File: src/design/lndr_pkg.sv
`timescale 1ns / 1ps

package lndr_pkg;

  // Default screen geometry
  localparam int SCREEN_WIDTH_DEF = 128;
  localparam int SCREEN_PAGES_DEF = 8;

  // Field widths of the command and response transactions
  localparam int OP_W    = 2;
  localparam int X_W     = 7;
  localparam int Y_W     = 6;
  localparam int MODE_W  = 2;
  localparam int COUNT_W = 7;

  typedef enum logic [OP_W-1:0] {
    OP_PLOT = 2'd0,
    OP_LINE = 2'd1,
    OP_READ = 2'd2,
    OP_NONE = 2'd3
  } lndr_op_e;

  typedef enum logic [MODE_W-1:0] {
    MODE_SET    = 2'd0,
    MODE_CLEAR  = 2'd1,
    MODE_INVERT = 2'd2,
    MODE_KEEP   = 2'd3
  } lndr_mode_e;

  typedef struct packed {
    logic [OP_W-1:0]   operation;
    logic [X_W-1:0]    start_x;
    logic [Y_W-1:0]    start_y;
    logic [X_W-1:0]    end_x;
    logic [Y_W-1:0]    end_y;
    logic [MODE_W-1:0] pixel_mode;
  } lndr_cmd_t;

  typedef struct packed {
    logic               pixel_value;
    logic [COUNT_W-1:0] pixels_drawn;
  } lndr_rsp_t;

  // Controller to datapath commands
  typedef struct packed {
    logic load;      // capture a command and its line geometry
    logic wrap;      // reduce the start point into the screen
    logic pix_rd;    // read the byte under the current point
    logic pix_wr;    // write the modified byte, advance the line
    logic clr_wr;    // clear one byte of the frame store
    logic rsp_load;  // load the response register
  } lndr_ctl_t;

  // Datapath to controller status
  typedef struct packed {
    logic     clr_done;
    logic     wrap_done;
    logic     cnt_zero;
    logic     cnt_last;
    lndr_op_e op;
  } lndr_sts_t;

endpackage

File: src/design/lndr_ctrl.sv
`timescale 1ns / 1ps

module lndr_ctrl (
  input  logic                clk_i,
  input  logic                rst_ni,
  input  logic                cmd_valid_i,
  output logic                cmd_ready_o,
  output logic                rsp_valid_o,
  input  logic                rsp_ready_i,
  input  lndr_pkg::lndr_sts_t sts_i,
  output lndr_pkg::lndr_ctl_t ctl_o
);

  typedef enum logic [2:0] {
    S_CLEAR,
    S_IDLE,
    S_WRAP,
    S_READ,
    S_WRITE,
    S_DONE
  } state_e;

  state_e state_q;
  logic   rsp_valid_q;
  logic   rsp_valid_d;
  logic   rsp_free;

  assign rsp_free    = !rsp_valid_q || rsp_ready_i;
  assign cmd_ready_o = (state_q == S_IDLE);
  assign rsp_valid_o = rsp_valid_q;

  always_comb begin
    ctl_o          = '0;
    ctl_o.load     = (state_q == S_IDLE) && cmd_valid_i;
    ctl_o.wrap     = (state_q == S_WRAP);
    ctl_o.pix_rd   = (state_q == S_READ);
    ctl_o.pix_wr   = (state_q == S_WRITE);
    ctl_o.clr_wr   = (state_q == S_CLEAR);
    ctl_o.rsp_load = (state_q == S_DONE) && rsp_free;
  end

  // drop the response once taken; a new load overrides
  always_comb begin
    rsp_valid_d = rsp_valid_q;
    if (rsp_valid_q && rsp_ready_i) begin
      rsp_valid_d = 1'b0;
    end
    if (ctl_o.rsp_load) begin
      rsp_valid_d = 1'b1;
    end
  end

  always_ff @(posedge clk_i or negedge rst_ni) begin
    if (!rst_ni) begin
      state_q     <= S_CLEAR;
      rsp_valid_q <= 1'b0;
    end else begin
      rsp_valid_q <= rsp_valid_d;
      case (state_q)
        S_CLEAR: begin
          if (sts_i.clr_done) begin
            state_q <= S_IDLE;
          end
        end
        S_IDLE: begin
          if (cmd_valid_i) begin
            state_q <= S_WRAP;
          end
        end
        S_WRAP: begin
          if (sts_i.wrap_done) begin
            case (sts_i.op)
              lndr_pkg::OP_PLOT: state_q <= S_READ;
              lndr_pkg::OP_READ: state_q <= S_READ;
              lndr_pkg::OP_LINE: state_q <= sts_i.cnt_zero ? S_DONE : S_READ;
              default:           state_q <= S_DONE;
            endcase
          end
        end
        S_READ: begin
          state_q <= (sts_i.op == lndr_pkg::OP_READ) ? S_DONE : S_WRITE;
        end
        S_WRITE: begin
          if (sts_i.op == lndr_pkg::OP_LINE && !sts_i.cnt_last) begin
            state_q <= S_READ;
          end else begin
            state_q <= S_DONE;
          end
        end
        S_DONE: begin
          if (rsp_free) begin
            state_q <= S_IDLE;
          end
        end
        default: state_q <= S_IDLE;
      endcase
    end
  end

endmodule

File: config.mk
export PLATFORM = sky130hd
export DESIGN_NAME = lndr_ctrl
export DESIGN_NICKNAME = d
export VERILOG_FILES = /design/src/design/lndr_pkg.sv /design/src/design/lndr_ctrl.sv
export SDC_FILE = /design/constraint.sdc
export NUM_CORES = 1
export LEC_CHECK = 0
export BUFFER_PORTS_ARGS = -buffer_cell sky130_fd_sc_hd__buf_4
export CAP_MARGIN = 0
export CORE_AREA = 8 8 45 47
export CTS_CLUSTER_SIZE = 8
export DETAILED_ROUTE_END_ITERATION = 6
export DIE_AREA = 0 0 53 55
export PLACE_DENSITY_LB_ADDON = 0.2
export SETUP_SLACK_MARGIN = 0.15
export SLEW_MARGIN = 30
export SYNTH_ARGS = -nofsm -noshare
export SYNTH_HDL_FRONTEND = slang
export SYNTH_SLANG_ARGS = --single-unit
File: constraint.sdc
create_clock -name clk_i -period 2.6 [get_ports clk_i]
set_input_delay 0.26 -clock clk_i [delete_from_list [all_inputs] [get_ports clk_i]]
set_output_delay 0.26 -clock clk_i [all_outputs]
set_load 0.01 [all_outputs]
==> metrics.txt, run 1 <==
drt via density 4.87; worst-case reg-to-reg path depth 3; Max-cap violations 0; synthesized cell area 328 sq um; Final Cycle Share 0.632; Post-Route WL 949 um; initial antenna violation count 0; Avg Cell Area, Syn 9.11 sq um; worst-path maximum fanout 10; grt ovf 0; Worst EP arrival 1.38 ns; final core occ 0.343; vias after detailed routing 341; later-pin clock latency in the skew report 0.23 ns; ANT nets after route 0; routability cong. 0.689; Fill cells 157; fraction of registers with async set/reset 1.00; startpoint class of the critical path flop; CTS resizes 0; layout cells sized above 1 0.426; Pre-antenna DRT Iters 2; I/O Pins 18; post-synthesis cell count 36; die area 0.00292 sq mm; leak pwr 0.238 nW; GRT Total Usage 0.0706; YS warnings 0; Hold Path Class input pin to flop; DP HPWL 741 um; Core Area 0.00138 sq mm; Seq cells post-synth 4; final hold vios 0; Ant. Diodes 0; ys flop type dfrtp_1; chip height 55 um; CTS tree yes; status complete, no violations; unrepaired setup endpoints after global routing false; Post-CTS Setup Bufs 0; Final nets 66; pwr dens 998 mW/mm^2; clock sink count 4; worst reg2reg startpoint state_q[0]; clk buf depth 2; Worst EP required 2.34 ns; Hold Path End state_q[0]; Worst Max-Slew Pin Slew 0.328 ns; Synth cell types 24; register area share after synthesis 0.305; starting DRC count in detailed routing 1; Layout Area Growth over Synthesis 44.7%; clock skew 0.00309 ns; Finished Cell Area 474 sq um; placed cell area 442 sq um; DIE WIDTH 53 um; setup tns final 0 ns; HP Start sts_i[4]; Max Slew Vio Count 0; number of global-route vias before repair 352; Max Clock Freq 608 MHz; flop2flop setup slack 1.30 ns; Starting Density 0.237; WHS Path Cells 3; routed len/inst 13.6 um; largest net degree at the start of global routing 12; relative slew slack 0.781; first-pass GRT wire length 1.46 mm; Post-synth EDFFs 0; PortBufs 17; worst vdd ir 309 uV; Setup CP Type flop to output port; CP Capture Type output port; final setup fails 0; CTS HTree Levels 1; Rows 14; CTS Buf Count 3; Worst R2R End state_q[2]; syn_nets 46; crit path time final 1.64 ns; DRC Markers 0; root buf cell clkbuf_4; CTS clk-pin slew, worst paths 0.03 ns
## area by class of cell
class                      count  area [sq um]  share of cell area
multi-input combinational     26           183               0.385
inverter                       3          11.3              0.0237
timing repair buffer          18           138               0.290
sequential                     4           100               0.211
clock buffer                   3          22.5              0.0475
tap                           16          20.0              0.0422
## worst max-delay path, stage by stage (launching register included)
cell	delay, ns
dfrtp_1	0.47
or3b_1	0.46
inv_1	0.10
buf_4	0.12
## metrics by stage
stage	total power [W]	setup slack [ns]	hold WS, ns	std cells
2_1_floorplan	0.000317	1.34	-0.0356	36
3_3_place_gp	0.000401	1.23	0.0611	66
3_5_place_dp	0.000400	1.21	0.0603	66
4_1_cts	0.000482	0.943	0.328	70
5_1_grt	0.000518	0.893	0.337	70
6_report	0.000473	0.957	0.335	70
## cells by family after synthesis
logic type / count (synthesis) / share of synthesized area
compound gates: 9 / 0.244
flops: 4 / 0.305
simple gates: 17 / 0.313
buf+inv: 6 / 0.137
## state kept, by name, summed over array words and instances (netlist names)
register / count
state_q: 3
rsp_valid_o: 1
## power by group
| part | switching (W) | total (W) | internal, W |
|---|---|---|---|
| Combinational | 0.000115 | 0.000255 | 0.000140 |
| Clock | 0.0000249 | 0.0000765 | 0.0000516 |
| Sequential | 0.0000541 | 0.000142 | 0.0000879 |
| Total | 0.000194 | 0.000473 | 0.000279 |
## worst max-delay path by stage
stage,startpoint,end,slack [ns],cells after the start
floorplan,state_q[1],ctl_o[2],1.34,3
global placement,state_q[0],ctl_o[2],1.23,3
detailed placement,state_q[0],ctl_o[2],1.21,3
CTS,state_q[0],ctl_o[2],0.94,3
global route,state_q[0],ctl_o[2],0.89,3
finish,state_q[0],ctl_o[2],0.96,3
## synthesized netlist by cell type, types with 2 or more instances
library cell	instances	area (sq um)
nor2_1	4	15.0
inv_1	2	7.51
nand2b_1	2	12.5
nor3_1	3	15.0
dfrtp_1	4	100
nor2b_1	2	12.5
nand3b_1	2	15.0
## layer usage
| metal | GRT usage | part of all wire | wire length [um] | vias up |
|---|---|---|---|---|
| met4 | 0.0905 | 0.033 | 31 | 0 |
| met1 | 0.0808 | 0.49 | 463 | 150 |
| li1 | - | - | - | 169 |
| met2 | 0.0879 | 0.40 | 378 | 18 |
| met3 | 0.0267 | 0.079 | 75 | 4 |
| met5 | 0 | 0 | 0 | - |
## layout by cell type, fill, tap and decap left out, types with 2 or more instances in the layout
cell and instances:
nor3_1 3, nand3b_1 2, dfrtp_1 4, nor2_1 4
clkbuf_4 3, nor2b_1 2, inv_1 2, nand2b_1 2
buf_4 17
## timing repair
action | 4_1_cts | 5_1_grt
endpoints found under the hold margin | 4 | 0
hold buffers | 1 | 0
endpoints found under the setup margin | 0 | 0
Note: power is estimated with default switching activity, not from simulation.
==> inputs of run 2 (changes only) <==
- clock period: 2.6 -> 1.4 ns (I/O delays scaled with it)
==> run 2 against run 1 <==
Net effect: clock power grew 87%; non-clock buffer count grew 8; sequential share of layout area shrank 4.3 points; final cell count grew 11%; die area is the same.
==> metrics.txt, run 2 (synthesized netlist as in run 1, its figures left out) <==
status complete, no violations; Layout Area Growth over Synthesis 86.3%; WHS 0.220 ns; most frequent cells in the layout buf_4 (17), buf_6 (8), clkbuf_4 (3); DIE WIDTH 53 um; starting DRC count in detailed routing 11; commonest non-fill, non-tap cell in the layout buf_4; root buf cell clkbuf_4; Hold Path End rsp_valid_o; CTS clk-pin slew, worst paths 0.04 ns; multi-input logic area 219 sq um; I/O Pins 18; Rows 14; switch share 0.399; met3 usage 0.0481; worst vdd ir 873 uV; Worst EP required 1.26 ns; Worst Max-Slew Pin Slew 0.283 ns; clock skew 0.00521 ns; Clk pwr share 0.115; final setup fails 0; clk buf depth 2; GRT Total Usage 0.0837; worst-case reg-to-reg path depth 3; CTS tree yes; crit path time final 1.38 ns; CP Capture Type output port; initial antenna violation count 0; die area 0.00292 sq mm; Core Area 0.00138 sq mm; unrepaired setup endpoints after global routing true; chip height 55 um; number of global-route vias before repair 398; Setup CP Type flop to output port; Hold Path Class input pin to flop; Max-cap violations 0; relative slew slack 0.810; DRC Markers 0; PortBufs 17; met1 Use GR 0.0992; Internal Power 0.000747 W; Ant. Diodes 0; routed len/inst 14.5 um; Max Slew Vio Count 0; Pre-antenna DRT Iters 3; WHS Path Cells 3; CTS HTree Levels 1; GRT busiest layer met2; HP Start rsp_ready_i; Largest Register state_q; Post-Route WL 1.13 mm; max FFs per register 3; clock sink count 4; final hold vios 0; startpoint class of the critical path flop; largest net degree at the start of global routing 10; ANT nets after route 0; worst-path maximum fanout 5; met2 GRT Util 0.102; final core occ 0.441; flop2flop setup slack 0.20 ns; vias after detailed routing 374; pwr dens 2040 mW/mm^2; DP HPWL 761 um; worst reg2reg startpoint state_q[1]; drt via density 4.79; Comb power frac 0.705; Fill cells 133; first-pass GRT wire length 1.75 mm; Worst EP arrival 1.24 ns; grt ovf 0; Max Clock Freq 724 MHz; Worst R2R End state_q[2]; layout cells sized above 1 0.629; routability cong. 0.763; Net Sw Power 0.000496 W; leak pwr 0.288 nW; later-pin clock latency in the skew report 0.23 ns; sequential share of power 0.180; Final Cycle Share 0.986; Reg area 103 sq um; CTS Buf Count 3; Starting Density 0.237; Final nets 74
run 2: cell types whose count changed in the layout (fill, tap and decap cells not counted), sizes merged:
cell,before,now
buf,17,25
run 2: worst max-delay path by stage:
stage	from	to	slack, ns	depth (start not counted)
final	state_q[1]	ctl_o[2]	0.02	3
after floorplan	state_q[1]	state_q[2]	0.17	4
after global routing	state_q[1]	ctl_o[2]	-0.02	3
after detailed placement	state_q[2]	state_q[2]	0.18	3
after global placement	state_q[2]	state_q[1]	0.18	4
after CTS	state_q[1]	ctl_o[2]	0.02	3
run 2: repair_timing:
action,CTS,global route
gates resized for setup,7,15
hold buffers,1,0
pin swaps,0,3
hold endpoints to repair,4,0
setup endpoints to repair,7,7
buffers inserted,4,1
run 2: metal layers:
metal,vias to the layer above,routed length (um)
met1,176,474
met3,0,138
met5,-,0
met2,16,515
li1,182,-
met4,0,0
run 2: final cells by class:
cell class / instances / area share
tap: 16 / 0.0328
timing repair buffer: 26 / 0.373
multi-input combinational: 26 / 0.359
inverter: 3 / 0.0307
sequential: 4 / 0.168
clock buffer: 3 / 0.0369
run 2: critical path: stages (launching register included):
cell     delay, ns
dfrtp_2       0.43
or3b_4        0.40
inv_2         0.08
buf_6         0.10
run 2: power groups by stage:
stage	combinational, W	clock, W	sequential, W
after floorplan	0.000384	0	0.000204
after global placement	0.000591	0	0.000222
after detailed placement	0.000581	0	0.000220
after CTS	0.000702	0.000146	0.000217
after global routing	0.000947	0.000158	0.000235
final	0.000876	0.000143	0.000223
run 2: metrics by stage:
step | worst slack [ns] | std cells | TNS, ns | power [W] | instance area, sq um
after CTS | 0.0249 | 77 | 0 | 0.00106 | 548
after global routing | -0.0230 | 78 | -0.0354 | 0.00134 | 611
after detailed placement | 0.179 | 69 | 0 | 0.000801 | 464
final | 0.0190 | 78 | 0 | 0.00124 | 611
after global placement | 0.179 | 69 | 0 | 0.000813 | 464
after floorplan | 0.169 | 36 | 0 | 0.000588 | 328
==> inputs of run 3 (changes only) <==
- ABC_AREA: default -> 1
- CAP_MARGIN: 0 -> default
- CTS_BUF_LIST: default -> sky130_fd_sc_hd__clkbuf_4 sky130_fd_sc_hd__clkbuf_8
==> run 3 against run 2 <==
Net effect: global-route usage down 1.8 points; routed wire length fell by 18%; via count up 10%; synthesized cell count increased by 64%; power decreased by 8.0%; sequential power increased by 14%; clock power down 5%; largest power group unchanged.
==> metrics.txt, run 3 <==
Seq cells post-synth 4; layout cells sized above 1 0.565; DIE WIDTH 53 um; routability cong. 0.810; cell with the most instances after synthesis nand2_1; Final Cycle Share 0.897; GRT Total Usage 0.0656; Reg area 104 sq um; switch share 0.445; flop2flop setup slack 0.22 ns; CP Capture Type output port; drt via density 4.09; Avg Cell Area, Syn 5.98 sq um; die area 0.00292 sq mm; relative slew slack 0.843; grt ovf 0; worst-path maximum fanout 5; initial antenna violation count 0; chip height 55 um; root buf cell clkbuf_4; leak pwr 0.337 nW; syn_nets 69; CTS HTree Levels 1; Post-synth top cells nand2_1 (17), inv_1 (9), nor2_1 (7), nand3_1 (5), nor2_2 (5); starting DRC count in detailed routing 4; Core Area 0.00138 sq mm; Hold Path Class input pin to flop; Synth cell types 14; PortBufs 17; area share of the largest cell type after synthesis 0.284; CTS tree yes; final setup fails 0; multi-input logic area 230 sq um; DP HPWL 769 um; Layout Area Growth over Synthesis 72.7%; Internal Power 0.000635 W; Post-synth EDFFs 0; setup tns final 0 ns; synthesized cell area 353 sq um; ANT nets after route 0; Comb power frac 0.658; first-pass GRT wire length 1.50 mm; Largest Register state_q; clock skew 0.00175 ns; crit path time final 1.26 ns; pwr dens 1880 mW/mm^2; Synth area leader dfrtp_1; WHS 0.130 ns; startpoint class of the critical path flop; CTS Buf Count 3; Max Slew Vio Count 0; post-synthesis cell count 59; Worst EP arrival 1.12 ns; Ant. Diodes 0; number of global-route vias before repair 400; top cells by area, synth dfrtp_1 (28%), nand2_1 (18%), inv_1 (9.6%), nor2_2 (8.9%), nor2_1 (7.4%); ys flop type dfrtp_1; largest net degree at the start of global routing 6; Worst Max-Slew Pin Slew 0.233 ns; commonest non-fill, non-tap cell in the layout buf_4; YS warnings 0; routed len/inst 9.18 um; later-pin clock latency in the skew report 0.23 ns; unrepaired setup endpoints after global routing true; most frequent cells in the layout buf_4 (23), nand2_1 (14), inv_1 (8); Clk pwr share 0.119; Starting Density 0.255; CTS clk-pin slew, worst paths 0.04 ns; max FFs per register 3; register area share after synthesis 0.284; Net Sw Power 0.000509 W; Pre-antenna DRT Iters 2; clock sink count 4; Setup CP Type flop to output port; Rows 14; Max Clock Freq 796 MHz; vias after detailed routing 413; DRC Markers 0; final hold vios 0; Worst EP required 1.26 ns; I/O Pins 18; worst vdd ir 469 uV; Fill cells 139; clk buf depth 2; status complete, no violations; fraction of registers with async set/reset 1.00; Final nets 97; Post-Route WL 927 um; Max-cap violations 0; sequential share of power 0.223
[run 3: kinds of logic after synthesis]
| kind of cell | synth area share |
|---|---|
| AO/OA/AOI/OAI | 0.0496 |
| flip-flops | 0.284 |
| buffers and inverters | 0.149 |
| AND/OR/NAND/NOR | 0.518 |
[run 3: repair_timing]
action / in CTS / in global routing
setup buffers: 3 / 3
pin swaps: 1 / 6
setup endpoints to repair: 6 / 6
hold endpoints to repair: 4 / 0
resized for setup: 5 / 10
hold buffers: 1 / 0
[run 3: metrics by stage]
step	cells	instance area [sq um]	utilization	total power, W	setup WS, ns
after floorplan	59	353	-	0.000592	0.354
after global placement	91	493	0.356	0.000807	0.299
after detailed placement	91	493	0.356	0.000806	0.311
after CTS	98	561	0.405	0.00104	0.128
after global routing	101	609	0.440	0.00125	0.0726
final	101	609	0.440	0.00114	0.144
[run 3: layout make-up]
cell class,instances,share of cell area
Clock buffer,3,0.0370
Multi-Input combinational cell,42,0.378
Sequential cell,4,0.170
Tap cell,16,0.0329
Timing Repair Buffer,24,0.300
Inverter,12,0.0821
[run 3: path summary, 6_finish.rpt]
| kind | startpoint | end | depth (start not counted) |
|---|---|---|---|
| max in group asynchronous | rst_ni | state_q[0] | 2 |
| min in group asynchronous | rst_ni | rsp_valid_o | 2 |
| worst min register to register | rsp_valid_o | rsp_valid_o | 2 |
| worst max-delay path | state_q[0] | ctl_o[5] | 5 |
| worst max register to register | state_q[2] | state_q[0] | 8 |
| worst min-delay path | rsp_ready_i | rsp_valid_o | 2 |
[run 3: layer usage]
layer	vias up	global-route usage	routed length [um]
li1	229	-	-
met1	179	0.0701	392
met2	5	0.117	518
met3	0	0.0214	16
met4	0	0.0259	0
met5	-	0	0
[run 3: critical path, cell delays in order, from the launching register on]
cell	delay, ns
dfrtp_2	0.42
inv_4	0.06
nor2_4	0.12
nand2_2	0.08
nor2_2	0.10
buf_4	0.12
[run 3: power groups by stage]
| stage | logic, W | registers (W) | clock network, W |
|---|---|---|---|
| finish | 0.000753 | 0.000255 | 0.000136 |
| floorplan | 0.000369 | 0.000222 | 0 |
| global placement | 0.000577 | 0.000231 | 0 |
| CTS | 0.000658 | 0.000234 | 0.000144 |
| global route | 0.000832 | 0.000263 | 0.000155 |
| detailed placement | 0.000576 | 0.000230 | 0 |
